## src/sv/mstk_pkg.sv

```systemverilog
package mstk_pkg;

   localparam int NODE_W   = 5;
   localparam int WEIGHT_W = 16;
   localparam int NCOUNT_W = 6;
   localparam int CIDX_W   = 8;

   localparam logic [NCOUNT_W-1:0] NODE_COUNT_RESET = 6'd32;

   localparam logic OP_LOAD = 1'b0;
   localparam logic OP_RUN  = 1'b1;

   typedef struct packed {
      logic                opcode;
      logic [NODE_W-1:0]   end_a;
      logic [NODE_W-1:0]   end_b;
      logic [WEIGHT_W-1:0] weight;
   } req_type;

   typedef struct packed {
      logic [CIDX_W-1:0]   chosen_index;
      logic [NODE_W-1:0]   chosen_a;
      logic [NODE_W-1:0]   chosen_b;
      logic [WEIGHT_W-1:0] chosen_weight;
      logic                empty_res;
      logic                last;
   } rsp_type;

   typedef struct packed {
      logic [NODE_W-1:0]   a;
      logic [NODE_W-1:0]   b;
      logic [WEIGHT_W-1:0] w;
   } edge_type;

   typedef struct packed {
      logic              init;
      logic              merge;
      logic [NODE_W-1:0] from_label;
      logic [NODE_W-1:0] to_label;
   } lbl_cmd_type;

endpackage

```

## src/sv/mstk_labels.sv

```systemverilog
module mstk_labels
   import mstk_pkg::*;
#(
   parameter int NUM = 32,
   localparam int LIW = (NUM > 1) ? $clog2(NUM) : 1
) (
   input  logic              clock,
   input  logic              reset,
   input  lbl_cmd_type       cmd,
   input  logic [LIW-1:0]    rd_addr,
   output logic [NODE_W-1:0] rd_label
);
   logic [NODE_W-1:0] label_ff [NUM];

   always_ff @(posedge clock) begin
      for (int n = 0; n < NUM; n++) begin
         if (reset || cmd.init) begin
            label_ff[n] <= NODE_W'(n);
         end else if (cmd.merge && label_ff[n] == cmd.from_label) begin
            label_ff[n] <= cmd.to_label;
         end
      end
   end

   assign rd_label = label_ff[rd_addr];
endmodule

```

## config.mk

```make
export PLATFORM = sky130hd
export DESIGN_NAME = mstk_labels
export DESIGN_NICKNAME = d
export VERILOG_FILES = /design/src/sv/mstk_pkg.sv /design/src/sv/mstk_labels.sv
export SDC_FILE = /design/constraint.sdc
export NUM_CORES = 1
export LEC_CHECK = 0
export BUFFER_PORTS_ARGS = -buffer_cell sky130_fd_sc_hd__buf_2
export CORE_UTILIZATION = 35
export CTS_BUF_LIST = sky130_fd_sc_hd__clkbuf_4
export CTS_CLUSTER_SIZE = 25
export DETAILED_ROUTE_END_ITERATION = 16
export PLACE_DENSITY = 0.48
export SKIP_LAST_GASP = 1
export SYNTH_ARGS = -nofsm -noshare
export SYNTH_HDL_FRONTEND = slang
export SYNTH_SLANG_ARGS = --single-unit
```

## constraint.sdc

```tcl
create_clock -name clock -period 2.3 [get_ports clock]
set_clock_uncertainty 0.2 [all_clocks]
set_input_delay 0.115 -clock clock [delete_from_list [all_inputs] [get_ports clock]]
set_output_delay 0.115 -clock clock [all_outputs]
set_load 0.02 [all_outputs]
```

== Yosys cells after proc, flatten, opt, wreduce, memory -nomap -nowiden ==
Memories as Yosys holds them, arrays and structs flattened.
Index checks and enable logic that the tools add are counted.
Word-level totals
  bits in registers: 0
  RAM bits: 160
  input port bits: 19
  output and inout bits: 5
  word-level logic and storage cells: 228
  memories: 1
Memories
  label_ff: words 32, width 5, rd ports 33, clocked after Yosys merged registers in 0, wr ports 32, RTL line mstk_labels.sv:13  | logic [NODE_W-1:0] label_ff [NUM];
Operators by class
  equality and inequality tests: 32
  multiplexer cells: 130
  bitwise logic cells: 32
  reduce and logical (&&, ||, !) cells: 33
Operator list (count)
  equality test 5 bit: 32
  two-way mux 5 bit: 32
  two-way mux 1 bit: 98
  logical AND 1 bit: 32
  OR 1 bit: 32
  logical OR 1 bit: 1

== Longest topological paths before layout ==
Gate-level depths: netlist (run 1).
  depth after elaboration: 6
  depth in mapped cells: 6
  depth with buffers taken out: 3

== Worst setup path after synthesis (run 1) ==
OpenSTA, ideal clock, no wires.
  path kind: input-to-reg
  from: in cmd[6] (netlist name)
  to: mem label_ff[0][0], enable pin
  library setup time: 376 ps
  arrival: 1683 ps
  required time: 1724 ps
  slack: 40 ps
  cell stages on the path: 6
  buffers on the path: 3
  cell sequence: clkbuf_1 buf_2 buf_2 xnor2_1 nand2_1 o31ai_1
RTL lines
  start: declaration: RTL line mstk_labels.sv:9  | input lbl_cmd_type cmd,
  end: declaration: RTL line mstk_labels.sv:13

==> results of run 1 <==
## cells in the mapped netlist
master    count  area [µm²]
edfxtp_1    160        4800
xnor2_1     155        1360
nor4_1       80         500
nand4_1      52         325
mux4_2       50        1130
clkbuf_1     41         154
nand2_1      32         120
nand3_1      31         155
o31ai_1      31         233
or4_1        28         210
buf_2        17        85.1
and2_1       14        87.6
and3_1       14        87.6
clkinv_1      5        18.8
mux2_2        5        56.3
xor2_1        5        43.8
buf_4         4        30.0
nor2_1        2        7.51
nor3_1        2        10.0
a311o_1       1        10.0
buf_1         1        3.75
inv_1         1        3.75
## kinds of logic after synthesis
kind of cell / Yosys count / share of synthesized area (%)
flops: 160 / 50.9
xor+xnor: 160 / 14.9
simple gates: 255 / 15.9
mux: 55 / 12.5
compound gates: 32 / 2.57
buf+inv: 69 / 3.13
## layer usage
metal | track usage (%) | wire length [µm] | vias to the layer above
li1 | - | - | 3059
met1 | 30.0 | 12600 | 3473
met2 | 35.3 | 14000 | 329
met3 | 3.72 | 2140 | 43
met4 | 7.35 | 659 | 0
met5 | 0 | 0 | -
## final cells by class
cell class              count  area (µm²)
diodes                      3        7.51
clock inverters            15         148
repair buffers            113         997
inverters                   6        22.5
multi-input cells         502        4360
clock buffers              17         128
flip-flops and latches    160        4800
fillers                  2461       15400
well taps                 335         419
## worst paths after layout
kind              startpoint              end  slack [ns]  depth (start not counted)
max          label_ff[21][4]      rd_label[4]       -0.56                          4
min                   cmd[5]  label_ff[15][4]        0.06                          5
max reg2reg   label_ff[2][1]   label_ff[2][3]        0.25                          5
min reg2reg  label_ff[15][3]  label_ff[15][4]        0.56                          3
## worst min-delay path, cell delays in order
cell,delay [ns]
buf_2,0.14
buf_12,0.20
xnor2_1,0.10
nand2_1,0.09
nor4_1,0.05
## through the flow
stage               hold slack [ns]  TNS, ns  cell area (µm²)  total power, µW  util [%]
finish                       0.0613    -2.70            10900             6130      41.4
global route                 0.0615    -2.97            10900             6340      41.4
CTS                         0.00274    -2.89            10800             6150      41.2
detailed placement            0.320   -0.274            10400             4410      39.5
global placement              0.319   -0.174            10400             4390      39.5
floorplan                    0.0962        0             9430             4020         -
## power by group through the flow
stage          sequential, µW  clock [µW]  combinational, µW
2_1_floorplan            3370           0                657
3_5_place_dp             3400           0               1010
6_report                 3340        1730               1060
5_1_grt                  3340        1860               1140
3_3_place_gp             3400           0                990
4_1_cts                  3340        1760               1050
## what timing repair did
| item | in CTS | in global routing |
|---|---|---|
| endpoints found under the setup margin | 5 | 5 |
| setup buffers | 1 | 8 |
| pin swaps | 0 | 0 |
| gates resized for setup | 15 | 0 |
| endpoints found under the hold margin | 105 | 0 |
| cloned | 0 | 0 |
| hold buffers | 10 | 0 |
==> flow_metrics.tcl, run 1 <==
set metrics [dict create \
    dp_cells 1097 \
    crit_chain "mux4_2, mux4_2, mux2_4, buf_6" \
    cpLargestDelayFamily "multiplexers" \
    layout-drive-gt1-share_pct 23.7 \
    maxSlewHeadroom_pct 47.2 \
    crit_fanout 2 \
    vias_per_cell 6.00 \
    drv_slew 0 \
    ys_seq_area_share_pct 50.9 \
    cts_tree "done" \
    finalWorstSetupSlack_ns -0.561 \
    pwr-share-comb_pct 17.4 \
    largestRegisters "label_ff: 160 flops" \
    max_freq_mhz 350 \
    antenna_found_initial 1 \
    cp_data_arrival_time_ns 2.55 \
    wirelength_um 29400 \
    setup_viol 5 \
    path_common_cell "mux4_2" \
    worstMarginPinSlew_ns 0.785 \
    p_int_uw 4290 \
    crit_required_ns 1.99 \
    design.core.area_mm2 0.0263 \
    io_pins 24 \
    startpoint_type "flip-flop" \
    final_cell_mix "160 x edfxtp_1, 155 x xnor2_1, 80 x nor4_1" \
    layout_commonest_cell "edfxtp_1" \
    drcViolationCount 2 \
    clk_latency_ns 0.59 \
    hp-class "in2reg" \
    root_buffer "clkbuf_4" \
    violations "DRC, setup timing" \
    grt_max_degree 53 \
    dp_hpwl_um 20400 \
    place_congestion 0.837 \
    slowest_stage "mux4_2" \
    rows 59 \
    cp-end-kind "output pin" \
    avgSynthCellArea_um2 12.9 \
    hold_viol 0 \
    cts_sinks 160 \
    clk_pin_slew_ns 0.16 \
    period_needed_ns 2.86 \
    finalNonFillerCells 1151 \
    start_util_pct 35.9 \
    grt_pass1_wl_um 44300 \
    yosysUniqueCellTypes 22 \
    fin_crit_sh_pct 124 \
    clkPwrFrac_pct 28.2 \
    critical_path_buf_inv_count 1 \
    cpPeakStageDelay_ns 0.53 \
    drt_iter0_drc 684 \
    grt_pass1_vias 6820 \
    cap_violations 0 \
    p_leak_uw 0.00318 \
    grt_usage_pct 21.9 \
    syn_to_final_growth_pct 15.5 \
    seqPwrFrac_pct 54.5 \
    dp_slack_ns -0.0637 \
    cellPowerDensity_mw_per_mm2 562 \
    h-tree-depth 4 \
    die_y_um 166 \
    grt_overflow_total 0 \
    setup.worst_path.class "reg2out" \
    p_sw_share_pct 30.0 \
    syn_nets 750 \
    die_area_mm2 0.0276 \
    top_register "label_ff" \
    die_w_um 166 \
    drt-wirelength-per-cell_um 25.5 \
    yosysWarnings 0 \
    syn_inst 731 \
    fin_nets 819 \
    firstDrtPassIters 11 \
    cts-buffers-inserted 17 \
    ys_ff_latch 160 \
    largest_register_ffs 160 \
    final_antenna_net_count 0 \
    outcome "finished with violations" \
    rsz0062_at_grt "true" \
    switchingPower_uw 1840 \
    ir_drop_mv 0.236 \
    netlist_area_mm2 0.00943 \
    vias 6904 \
    port_buffers 23 \
    cts_buffer_depth 2 \
]
(Power assumes the default switching activity.)
==> inputs of run 2 (changes only) <==
- MAX_ROUTING_LAYER: unset -> met4
- REMOVE_ABC_BUFFERS: unset -> 1
==> run 2 against run 1 <==
The run still ends with DRC, setup timing left. Power is 0.56% higher. Combinational power hardly changed. Critical path depth did not move. Maximum frequency up 1.3%. Utilization fell by 0.25 points. First-iteration DRC count increased by 16%. Setup slack improved by 0.037 ns. Critical path type unchanged. Flip-flop and latch count unchanged.
==> flow_metrics.tcl, run 2 (same netlist as run 1, synthesis figures left out) <==
set metrics [dict create \
    outcome "finished with violations" \
    violations "DRC, setup timing" \
    grt_max_degree 71 \
    crit_chain "mux4_2, mux4_2, mux2_4, buf_6" \
    setup_viol 5 \
    grt_pass1_wl_um 43700 \
    dp_cells 1087 \
    h-tree-depth 4 \
    drt-wirelength-per-cell_um 25.6 \
    crit_fanout 2 \
    worstMarginPinSlew_ns 0.538 \
    crit_required_ns 1.99 \
    vias 6844 \
    layout_commonest_cell "edfxtp_1" \
    top_register "label_ff" \
    critical_path_buf_inv_count 1 \
    root_buffer "clkbuf_4" \
    seqPwrFrac_pct 54.2 \
    syn_to_final_growth_pct 14.8 \
    cts-buffers-inserted 17 \
    cap_violations 0 \
    p_int_uw 4360 \
    dp_hpwl_um 19300 \
    grt_usage_pct 22.4 \
    start_util_pct 35.9 \
    layout-drive-gt1-share_pct 22.8 \
    design.core.area_mm2 0.0263 \
    power_uw 6160 \
    firstDrtPassIters 13 \
    pwr-share-comb_pct 16.9 \
    startpoint_type "flip-flop" \
    maxSlewHeadroom_pct 64.1 \
    grt-busiest-layer "met2" \
    met2_usage_pct 33.7 \
    fin_crit_sh_pct 123 \
    finalWorstSetupSlack_ns -0.524 \
    period_needed_ns 2.82 \
    largest_register_ffs 160 \
    cp_data_arrival_time_ns 2.51 \
    place_congestion 0.903 \
    cpPeakStageDelay_ns 0.51 \
    slowest_stage "mux4_2" \
    cellPowerDensity_mw_per_mm2 569 \
    port_buffers 23 \
    grt.met3_usage_pct 3.72 \
    largestRegisters "label_ff: 160 flops" \
    setup.worst_path.class "reg2out" \
    use_met1_pct 31.0 \
    cpLargestDelayFamily "multiplexers" \
    final_cell_mix "160 x edfxtp_1, 155 x xnor2_1, 80 x nor4_1" \
    hold_viol 0 \
    rsz0062_at_grt "true" \
    drt_iter0_drc 796 \
    cp-end-kind "output pin" \
    fin_nets 810 \
    cts_sinks 160 \
    finalSetupTns_ns -2.50 \
    clk_latency_ns 0.56 \
    io_pins 24 \
    finalNonFillerCells 1142 \
    die_area_mm2 0.0276 \
    rows 59 \
    antenna_found_initial 3 \
    p_leak_uw 0.00313 \
    grt_overflow_total 0 \
    die_y_um 166 \
    clkPwrFrac_pct 28.9 \
    grt_pass1_vias 6667 \
    p_sw_share_pct 29.2 \
    vias_per_cell 5.99 \
    clk_pin_slew_ns 0.15 \
    cts_tree "done" \
    drcViolationCount 2 \
    wirelength_um 29300 \
    final_antenna_net_count 0 \
    max_freq_mhz 354 \
    die_w_um 166 \
    cts_buffer_depth 2 \
    hp-class "in2reg" \
    path_common_cell "mux4_2" \
    switchingPower_uw 1800 \
    ir_drop_mv 0.336 \
    drv_slew 0 \
]
run 2: changes by cell type in the layout (fill, tap and decap cells not counted), sizes merged:
cell,change
inv,-4
dlygate4sd3,-1
clkinvlp,+2
clkinv,+1
buf,-8
bufinv,+1
run 2: routing by layer:
layer,vias to the layer above,share of wire [%]
li1,3045,-
met1,3460,44
met2,310,46
met3,29,8.0
met4,0,1.8
met5,-,0
run 2: worst min-delay path, stage by stage:
cell,delay (ns)
buf_2,0.11
buf_12,0.19
xnor2_1,0.16
nand2_1,0.08
nor4_1,0.06
run 2: final cells by class:
| class | instances | area, µm² |
|---|---|---|
| multi-input cells | 502 | 4370 |
| repair buffers | 104 | 915 |
| well taps | 335 | 419 |
| clock buffers | 17 | 128 |
| diodes | 3 | 7.51 |
| inverters | 6 | 22.5 |
| flip-flops and latches | 160 | 4800 |
| fillers | 2442 | 15500 |
| clock inverters | 15 | 159 |
run 2: path summary, 6_finish.rpt:
check | from | to | slack, ns | cells after the start
setup / recovery | label_ff[6][4] | rd_label[4] | -0.52 | 4
hold / removal | cmd[8] | label_ff[30][0] | 0.12 | 5
setup reg to reg | label_ff[31][3] | label_ff[31][1] | 0.23 | 4
hold reg to reg | label_ff[23][3] | label_ff[23][3] | 0.60 | 3
run 2: stage by stage:
stage               cell area, µm²  utilization, %  setup slack [ns]  hold WS [ns]
finish                       10800            41.2            -0.524         0.118
global route                 10800            41.2            -0.641        0.0903
CTS                          10800            41.0            -0.586        0.0628
detailed placement           10300            39.2            -0.102         0.365
global placement             10300            39.2           -0.0452         0.370
floorplan                     9160               -             -1.63        0.0962
run 2: power by group through the flow:
| stage | logic, µW | clock network, µW | registers [µW] |
|---|---|---|---|
| 3_3_place_gp | 964 | 0 | 3410 |
| 3_5_place_dp | 989 | 0 | 3400 |
| 5_1_grt | 1120 | 1930 | 3340 |
| 6_report | 1040 | 1780 | 3340 |
| 2_1_floorplan | 552 | 0 | 3370 |
| 4_1_cts | 1040 | 1820 | 3340 |
run 2: what timing repair did:
action / 4_1_cts / 5_1_grt
hold buffers: 9 / 0
hold endpoints to repair: 111 / 0
buffers inserted: 7 / 4
setup endpoints to repair: 5 / 5
resized for setup: 15 / 0
==> inputs of run 3 (changes only) <==
==> constraint.sdc (replaced) <==
create_clock -name clock -period 2.3 [get_ports clock]
set_clock_uncertainty 0.2 [all_clocks]
set_input_delay 0 -clock clock [delete_from_list [all_inputs] [get_ports clock]]
set_output_delay 0 -clock clock [all_outputs]
set_load 0.02 [all_outputs]
==> run 3 against run 2 <==
The flow still finishes with violations (DRC, setup timing). Worst hold slack improved by 0.076 ns. Combinational power about the same. Largest power group unchanged. Sequential power hardly changed. Global-route usage up 0.22 points. Via count increased by 0.64%. Maximum frequency up 2.3%. Utilization rose by 0.090 points. Sequential share of layout area down 0.097 points. Highest routed layer unchanged. First-iteration DRC count decreased by 19%. Routed wire length increased by 0.38%. Clock power increased by 14%.
==> flow_metrics.tcl, run 3 (same netlist as run 1, synthesis figures left out) <==
set metrics [dict create \
    finalSetupTns_ns -2.21 \
    design_area_mm2 0.0108 \
    fin_crit_sh_pct 120 \
    layout-drive-gt1-share_pct 21.7 \
    dp_hpwl_um 19500 \
    startpoint_type "flip-flop" \
    antenna_found_initial 2 \
    largestRegisters "label_ff: 160 flops" \
    cellPowerDensity_mw_per_mm2 591 \
    die_area_mm2 0.0276 \
    port_buffers 23 \
    top_layer_used "met4" \
    firstDrtPassIters 11 \
    wl_met2_um 13800 \
    drt-wirelength-per-cell_um 25.9 \
    multi_input_area_mm2 0.00438 \
    final_cell_mix "160 x edfxtp_1, 155 x xnor2_1, 80 x nor4_1" \
    largest_register_ffs 160 \
    maxSlewHeadroom_pct 40.3 \
    fillers 2464 \
    cp-end-kind "output pin" \
    cts-buffers-inserted 17 \
    pwr-share-comb_pct 16.4 \
    cts_buffer_depth 2 \
    seqPwrFrac_pct 51.9 \
    dp_cells 1074 \
    post_dp_cell_area_mm2 0.0102 \
    max_freq_mhz 362 \
    start_util_pct 35.9 \
    crit_required_ns 2.10 \
    violations "DRC, setup timing" \
    drt_iter0_drc 645 \
    finalNonFillerCells 1133 \
    h-tree-depth 4 \
    rows 59 \
    p_leak_uw 0.00313 \
    top_register "label_ff" \
    grt_pass1_wl_um 44500 \
    fin_nets 804 \
    vias_per_cell 6.08 \
    root_buffer "clkbuf_4" \
    wl_met3_um 2100 \
    layout_commonest_cell "edfxtp_1" \
    ff_latch_area_mm2 0.00480 \
    reg2reg_depth 5 \
    ir_drop_mv 0.254 \
    vias 6888 \
    die_w_um 166 \
    cts_sinks 160 \
    hold_viol 0 \
    clk_latency_ns 0.59 \
    final_antenna_net_count 0 \
    finalWorstSetupSlack_ns -0.460 \
    grt_overflow_total 0 \
    dp_slack_ns 0.0726 \
    io_pins 24 \
    m1WireLength_um 12700 \
    wirelength_um 29400 \
    grt_max_degree 53 \
    switchingPower_uw 1740 \
    period_needed_ns 2.76 \
    drv_slew 0 \
    setup.worst_path.class "reg2out" \
    p_sw_share_pct 27.1 \
    place_congestion 0.845 \
    drcViolationCount 2 \
    setup_viol 5 \
    p_int_uw 4680 \
    cts_tree "done" \
    syn_to_final_growth_pct 15.0 \
    grt_pass1_vias 6935 \
    hp-class "in2reg" \
    rsz0062_at_grt "true" \
    cp_data_arrival_time_ns 2.56 \
    grt_usage_pct 22.6 \
    cap_violations 0 \
    hold_path_depth 3 \
    outcome "finished with violations" \
    post-route-util_pct 41.3 \
    die_y_um 166 \
    clkPwrFrac_pct 31.7 \
    crit_fanout 2 \
    clk_pin_slew_ns 0.14 \
    worstMarginPinSlew_ns 0.888 \
    design.core.area_mm2 0.0263 \
]
[run 3: cell count changes in the layout (fill, tap and decap cells not counted), sizes merged]
cell and delta:
buf -12, diode -1, inv -5, bufinv +3, clkinv -1, clkinvlp -1
clkbuf +2, dlygate4sd3 +6
[run 3: worst paths after layout]
| check | startpoint | end | slack [ns] |
|---|---|---|---|
| min | cmd[4] | label_ff[18][4] | 0.19 |
| max reg2reg | label_ff[21][3] | label_ff[21][4] | 0.02 |
| min reg2reg | label_ff[29][3] | label_ff[29][1] | 0.58 |
| max | label_ff[22][0] | rd_label[0] | -0.46 |
[run 3: repair_timing]
| action | 4_1_cts | 5_1_grt |
|---|---|---|
| setup endpoints to repair | 5 | 12 |
| setup buffers | 4 | 8 |
| gates resized for setup | 15 | 2 |
| hold buffers | 16 | 0 |
| endpoints found under the hold margin | 147 | 0 |
[run 3: layer usage]
metal | track usage, % | vias to the layer above
li1 | - | 3033
met1 | 29.8 | 3471
met2 | 34.6 | 323
met3 | 4.41 | 61
met4 | 8.25 | 0
met5 | - | -
[run 3: through the flow]
stage	hold slack (ns)	total power, µW
2_1_floorplan	-0.0188	3920
3_3_place_gp	0.234	4370
3_5_place_dp	0.241	4390
4_1_cts	0.175	6420
5_1_grt	0.166	6610
6_report	0.194	6420
[run 3: critical path, stage by stage (launching register included)]
cell and delay [ns]:
edfxtp_1 0.48, mux4_2 0.55, mux4_2 0.51, mux2_4 0.30, buf_6 0.14
[run 3: layout make-up]
type,count,area share (%)
antenna,2,0.0461
sequential,160,44.3
tap,335,3.86
clock inverter,11,1.75
clock buffer,19,1.31
inverter,6,0.208
timing repair buffer,98,8.15
multi-input combinational,502,40.4
[run 3: power groups by stage]
stage	logic [µW]	registers [µW]	clock network (µW)
after floorplan	552	3370	0
after global placement	979	3400	0
after detailed placement	989	3400	0
after CTS	1040	3330	2040
after global routing	1120	3340	2150
final	1050	3330	2030
